`src/rtl/pfpa_pkg.sv`:
```
`timescale 1ns / 1ps
`default_nettype none
package pfpa_pkg;
  localparam int unsigned FracBits = 24;
  localparam logic [63:0] Sat63 = 64'h7FFF_FFFF_FFFF_FFFF;
  localparam logic [47:0] F48Max = 48'h7FFF_FFFF_FFFF;
  localparam logic [47:0] F48Min = 48'h8000_0000_0000;
  localparam logic [63:0] Cap48 = 64'h0001_0000_0000_0000;

  // register indexes
  localparam logic RegWellDepth = 1'b0;
  localparam logic RegSigma     = 1'b1;

  // interaction kinds
  localparam logic OpLj      = 1'b0;
  localparam logic OpCoulomb = 1'b1;

  // operand select for the shared multiplier and divider
  localparam logic [4:0] SelU    = 5'd0;
  localparam logic [4:0] SelU2   = 5'd1;
  localparam logic [4:0] SelU4   = 5'd2;
  localparam logic [4:0] SelU6   = 5'd3;
  localparam logic [4:0] SelU12  = 5'd4;
  localparam logic [4:0] SelPot  = 5'd5;
  localparam logic [4:0] SelFn   = 5'd6;
  localparam logic [4:0] SelFm   = 5'd7;
  localparam logic [4:0] SelCp   = 5'd8;
  localparam logic [4:0] SelCf   = 5'd9;
  localparam logic [4:0] SelMx   = 5'd10;
  localparam logic [4:0] SelDx   = 5'd11;
  localparam logic [4:0] SelMy   = 5'd12;
  localparam logic [4:0] SelDy   = 5'd13;
  localparam logic [4:0] SelMz   = 5'd14;
  localparam logic [4:0] SelDz   = 5'd15;

  typedef struct packed {
    logic       load;     // capture input item
    logic       op_go;    // start one arithmetic step
    logic [4:0] op_sel;   // which step
    logic       finish;   // publish result
  } pfpa_cmd_t;

  typedef struct packed {
    logic op_done;
    logic zero;
    logic kind;
  } pfpa_sts_t;
endpackage
`default_nettype wire

```
`src/rtl/pfpa_ctrl.sv`:
```
`timescale 1ns / 1ps
`default_nettype none
module pfpa_ctrl
  import pfpa_pkg::*;
(
  input  wire logic      clk_i,
  input  wire logic      rst_ni,
  input  wire logic      in_fire_i,
  input  wire logic      out_free_i,
  input  wire pfpa_sts_t sts_i,
  output pfpa_cmd_t      cmd_o,
  output logic           busy_o
);
  localparam logic [1:0] StIdle = 2'd0;
  localparam logic [1:0] StRun  = 2'd1;
  localparam logic [1:0] StWait = 2'd2;
  localparam logic [1:0] StOut  = 2'd3;

  logic [1:0] state_q, state_d;
  logic [4:0] sel_q, sel_d;

  // step sequencing
  always_comb begin
    state_d = state_q;
    sel_d = sel_q;
    cmd_o = '0;
    cmd_o.op_sel = sel_q;
    case (state_q)
      StIdle: begin
        if (in_fire_i) begin
          cmd_o.load = 1'b1;
          state_d = StRun;
        end
      end
      StRun: begin
        if (sts_i.zero) begin
          state_d = StOut;
        end else begin
          cmd_o.op_go = 1'b1;
          state_d = StWait;
        end
      end
      StWait: begin
        if (sts_i.op_done) begin
          state_d = StRun;
          if (sel_q == SelDz) begin
            state_d = StOut;
          end else if (sel_q == SelFm && sts_i.kind == OpLj) begin
            sel_d = SelMx;
          end else if (sel_q == SelU12) begin
            sel_d = SelPot;
          end else if (sel_q == SelU && sts_i.kind == OpCoulomb) begin
            sel_d = SelCf;
          end else if (sel_q == SelCf) begin
            sel_d = SelMx;
          end else begin
            sel_d = sel_q + 5'd1;
          end
        end
      end
      StOut: begin
        if (out_free_i) begin
          cmd_o.finish = 1'b1;
          state_d = StIdle;
        end
      end
      default: state_d = StIdle;
    endcase
    if (cmd_o.load) sel_d = SelU;
  end

  always_ff @(posedge clk_i or negedge rst_ni) begin
    if (!rst_ni) begin
      state_q <= StIdle;
      sel_q <= SelU;
    end else begin
      state_q <= state_d;
      sel_q <= sel_d;
    end
  end

  assign busy_o = (state_q != StIdle);
endmodule
`default_nettype wire

```
`config.mk`:
```
export PLATFORM = sky130hd
export DESIGN_NAME = pfpa_ctrl
export DESIGN_NICKNAME = d
export VERILOG_FILES = /design/src/rtl/pfpa_pkg.sv /design/src/rtl/pfpa_ctrl.sv
export SDC_FILE = /design/constraint.sdc
export NUM_CORES = 1
export LEC_CHECK = 0
export BUFFER_PORTS_ARGS = -buffer_cell sky130_fd_sc_hd__buf_2
export CAP_MARGIN = 20
export CORE_UTILIZATION = 30
export CTS_CLUSTER_DIAMETER = 60
export CTS_CLUSTER_SIZE = 14
export DETAILED_ROUTE_END_ITERATION = 8
export SLEW_MARGIN = 20
export SYNTH_ARGS = -nofsm -noshare
export SYNTH_HDL_FRONTEND = slang
export SYNTH_SLANG_ARGS = --single-unit
```
`constraint.sdc`:
```
create_clock -name clk_i -period 2 [get_ports clk_i]
set_clock_uncertainty 0.05 [all_clocks]
set_input_delay 0.5 -clock clk_i [delete_from_list [all_inputs] [get_ports clk_i]]
set_output_delay 0.5 -clock clk_i [all_outputs]
set_load 0.05 [all_outputs]
```
==> flow_metrics.env <==
export IMPL_outcome="finished, final reports clean"
export IMPL_synthFlopType="dfrtp_1"
export IMPL_endpoint_kind="register"
export IMPL_ff2ff_path_depth=6
export IMPL_placed_cells=99
export IMPL_wirelength_mm=1.32
export IMPL_hold_path_class="in2async"
export IMPL_avgSynthCellArea_um2=9.54
export IMPL_async_flop_share_pct=100
export IMPL_clk_pin_slew_ns=0.05
export IMPL_grt_max_degree=10
export IMPL_tritoncts="done"
export IMPL_die_area_um2=2050
export IMPL_place_ws_ns=0.0650
export IMPL_fp_row_count=15
export IMPL_final_common_cell="buf_2"
export IMPL_clockRootBuffer="clkbuf_4"
export IMPL_synth_xor_area_share_pct=1.56
export IMPL_diodes=0
export IMPL_final_period_utilization_pct=95.6
export IMPL_die_w_um=45.3
export IMPL_area_delta_synth_final_pct=35.1
export IMPL_syn_inst=59
export IMPL_clk_path_buf_depth=2
export IMPL_finalHoldViolCount=0
export IMPL_hold_ws_ns=0.0268
export IMPL_ys_seq_area_share_pct=31.1
export IMPL_ctsHtreeMaxLevel=1
export IMPL_port_buffers=15
export IMPL_fin_nets=92
export IMPL_ir_worst_vdd_uv=818
export IMPL_fmax_mhz=523
export IMPL_grt_pass1_vias=476
export IMPL_synth_distinct_cells=30
export IMPL_yosysWarnings=0
export IMPL_rsz0062_at_grt="yes"
export IMPL_dpl_cell_area_um2=694
export IMPL_leakagePower_uw=0.000347
export IMPL_drc=0
export IMPL_via_per_inst=5.06
export IMPL_dp_hpwl_mm=1.03
export IMPL_synth_adder_area_share_pct=8.89
export IMPL_mostFrequentLayoutCells="buf_2 (14), nor2_1 (7), inv_1 (5), buf_4 (5), dfrtp_1 (4)"
export IMPL_fin_ws_ns=0.0884
export IMPL_setup_viol=0
export IMPL_worst_slew_pin_transition_ns=0.507
export IMPL_design_area_um2=761
export IMPL_grt_pass1_wl_mm=2.16
export IMPL_critPathMaxFanout=4
export IMPL_cp_arrival_ns=2.00
export IMPL_post_drt_wl_per_cell_um=12.5
export IMPL_die_h_um=45.3
export IMPL_cp_required_ns=2.09
export IMPL_cts_sinks=7
export IMPL_synth_edff_count=0
export IMPL_antenna_found_initial=0
export IMPL_synth_top_family_by_area="simple AND/OR/NAND/NOR gates"
export IMPL_start_kind="register"
export IMPL_postCtsHoldBufs=0
export IMPL_fin_crit_ns=1.91
export IMPL_slew_violations=0
export IMPL_ant_nets=0
export IMPL_powerDensity_nw_per_um2=1540
export IMPL_syn_nets=70
export IMPL_synth_compound_area_share_pct=17.1
export IMPL_drive_above_1_share_pct=47.5
export IMPL_yosys_area_share_simple_pct=30.0
export IMPL_insertion_delay_ns=0.24
export IMPL_tns_ns=0
export IMPL_max_cap_violations=0
export IMPL_core_um2=1750
export IMPL_grtUsageTotal_pct=15.3
export IMPL_pin_count=16
export IMPL_crit_type="reg2reg"
export IMPL_drt_first_pass_iters=4
export IMPL_gp_congestion=0.899
export IMPL_synth_area_um2=563
export IMPL_slew_headroom_pct=65.9
export IMPL_synth_seq_cells=7
export IMPL_fin_cells=105
export IMPL_yosys_mux_area_fraction_pct=4.67
export IMPL_first_iter_violations=23
export IMPL_cts_buffers=3
export IMPL_vias=531
export IMPL_grt_overflow_total=0
export IMPL_start_util_pct=32.3
-- report_power, final --
group	switching, uW	internal, uW	total [uW]
logic	464	276	739
clock network	46.3	75.7	122
registers	108	205	313
-- layer usage --
layer | part of all wire, % | vias up | routed length [um] | track usage [%]
met4 | 1.6 | 0 | 21 | 12.1
li1 | - | 255 | - | -
met2 | 48 | 25 | 630 | 21.7
met1 | 43 | 249 | 567 | 20.7
met5 | 0 | - | 0 | 0
met3 | 7.4 | 2 | 97 | 2.00
-- flip-flops by register name, summed over array words and instances (netlist names) --
signal and cells:
sel_q 5, state_q 2
-- worst max-delay path: stages, from the launching register on --
cell	delay, ns
dfrtp_2	0.43
ha_4	0.18
and3_4	0.17
ha_2	0.17
nand4bb_4	0.24
or3_4	0.37
o41ai_4	0.20
-- layout make-up --
type                       count  area [um2]
timing repair buffer          19         108
clock buffer                   4        26.3
inverter                       5        18.8
multi-input combinational     45         398
tap                           25        31.3
sequential                     7         179
fill                         184         985
-- metrics by stage --
step / util (%) / total power [uW]
after global placement: 39.8 / 992
after floorplan: - / 856
after detailed placement: 39.8 / 1000
after CTS: 41.3 / 1130
final: 43.6 / 1170
after global routing: 43.6 / 1260
-- kinds of logic after synthesis --
| logic type | Yosys count |
|---|---|
| and+or+nand+nor | 26 |
| AOI/OAI and AO/OA | 13 |
| buffers and inverters | 7 |
| DFF | 7 |
| adders and majority gates | 4 |
| xor gates and xnor gates | 1 |
| muxes | 1 |
-- Yosys cell counts (2+ instances only) --
master / count / area (um2)
a21oi_1: 3 / 15.0
and3_2: 2 / 15.0
dfrtp_1: 7 / 175
ha_1: 4 / 50.1
inv_1: 5 / 18.8
nand2_1: 3 / 11.3
nand2b_1: 2 / 12.5
nand3b_1: 2 / 15.0
nor2_1: 7 / 26.3
nor3b_1: 2 / 15.0
o21ai_0: 2 / 10.0
o31ai_1: 2 / 15.0
-- final timing paths --
check	start	end	slack, ns
setup / recovery	sel_q[1]	sel_q[4]	0.09
min in group clk_i	sts_i[1]	state_q[0]	0.55
hold / removal	rst_ni	sel_q[3]	0.03
hold reg to reg	sel_q[4]	sel_q[4]	0.63
max in group asynchronous	rst_ni	sel_q[2]	1.70
setup reg to reg	sel_q[1]	sel_q[4]	0.09
-- timing repair --
| action | in CTS | in global routing |
|---|---|---|
| endpoints found under the setup margin | 0 | 3 |
| buffers inserted | 0 | 2 |
| gates resized for setup | 0 | 5 |
No activity file was read; power rests on OpenSTA's default activity.
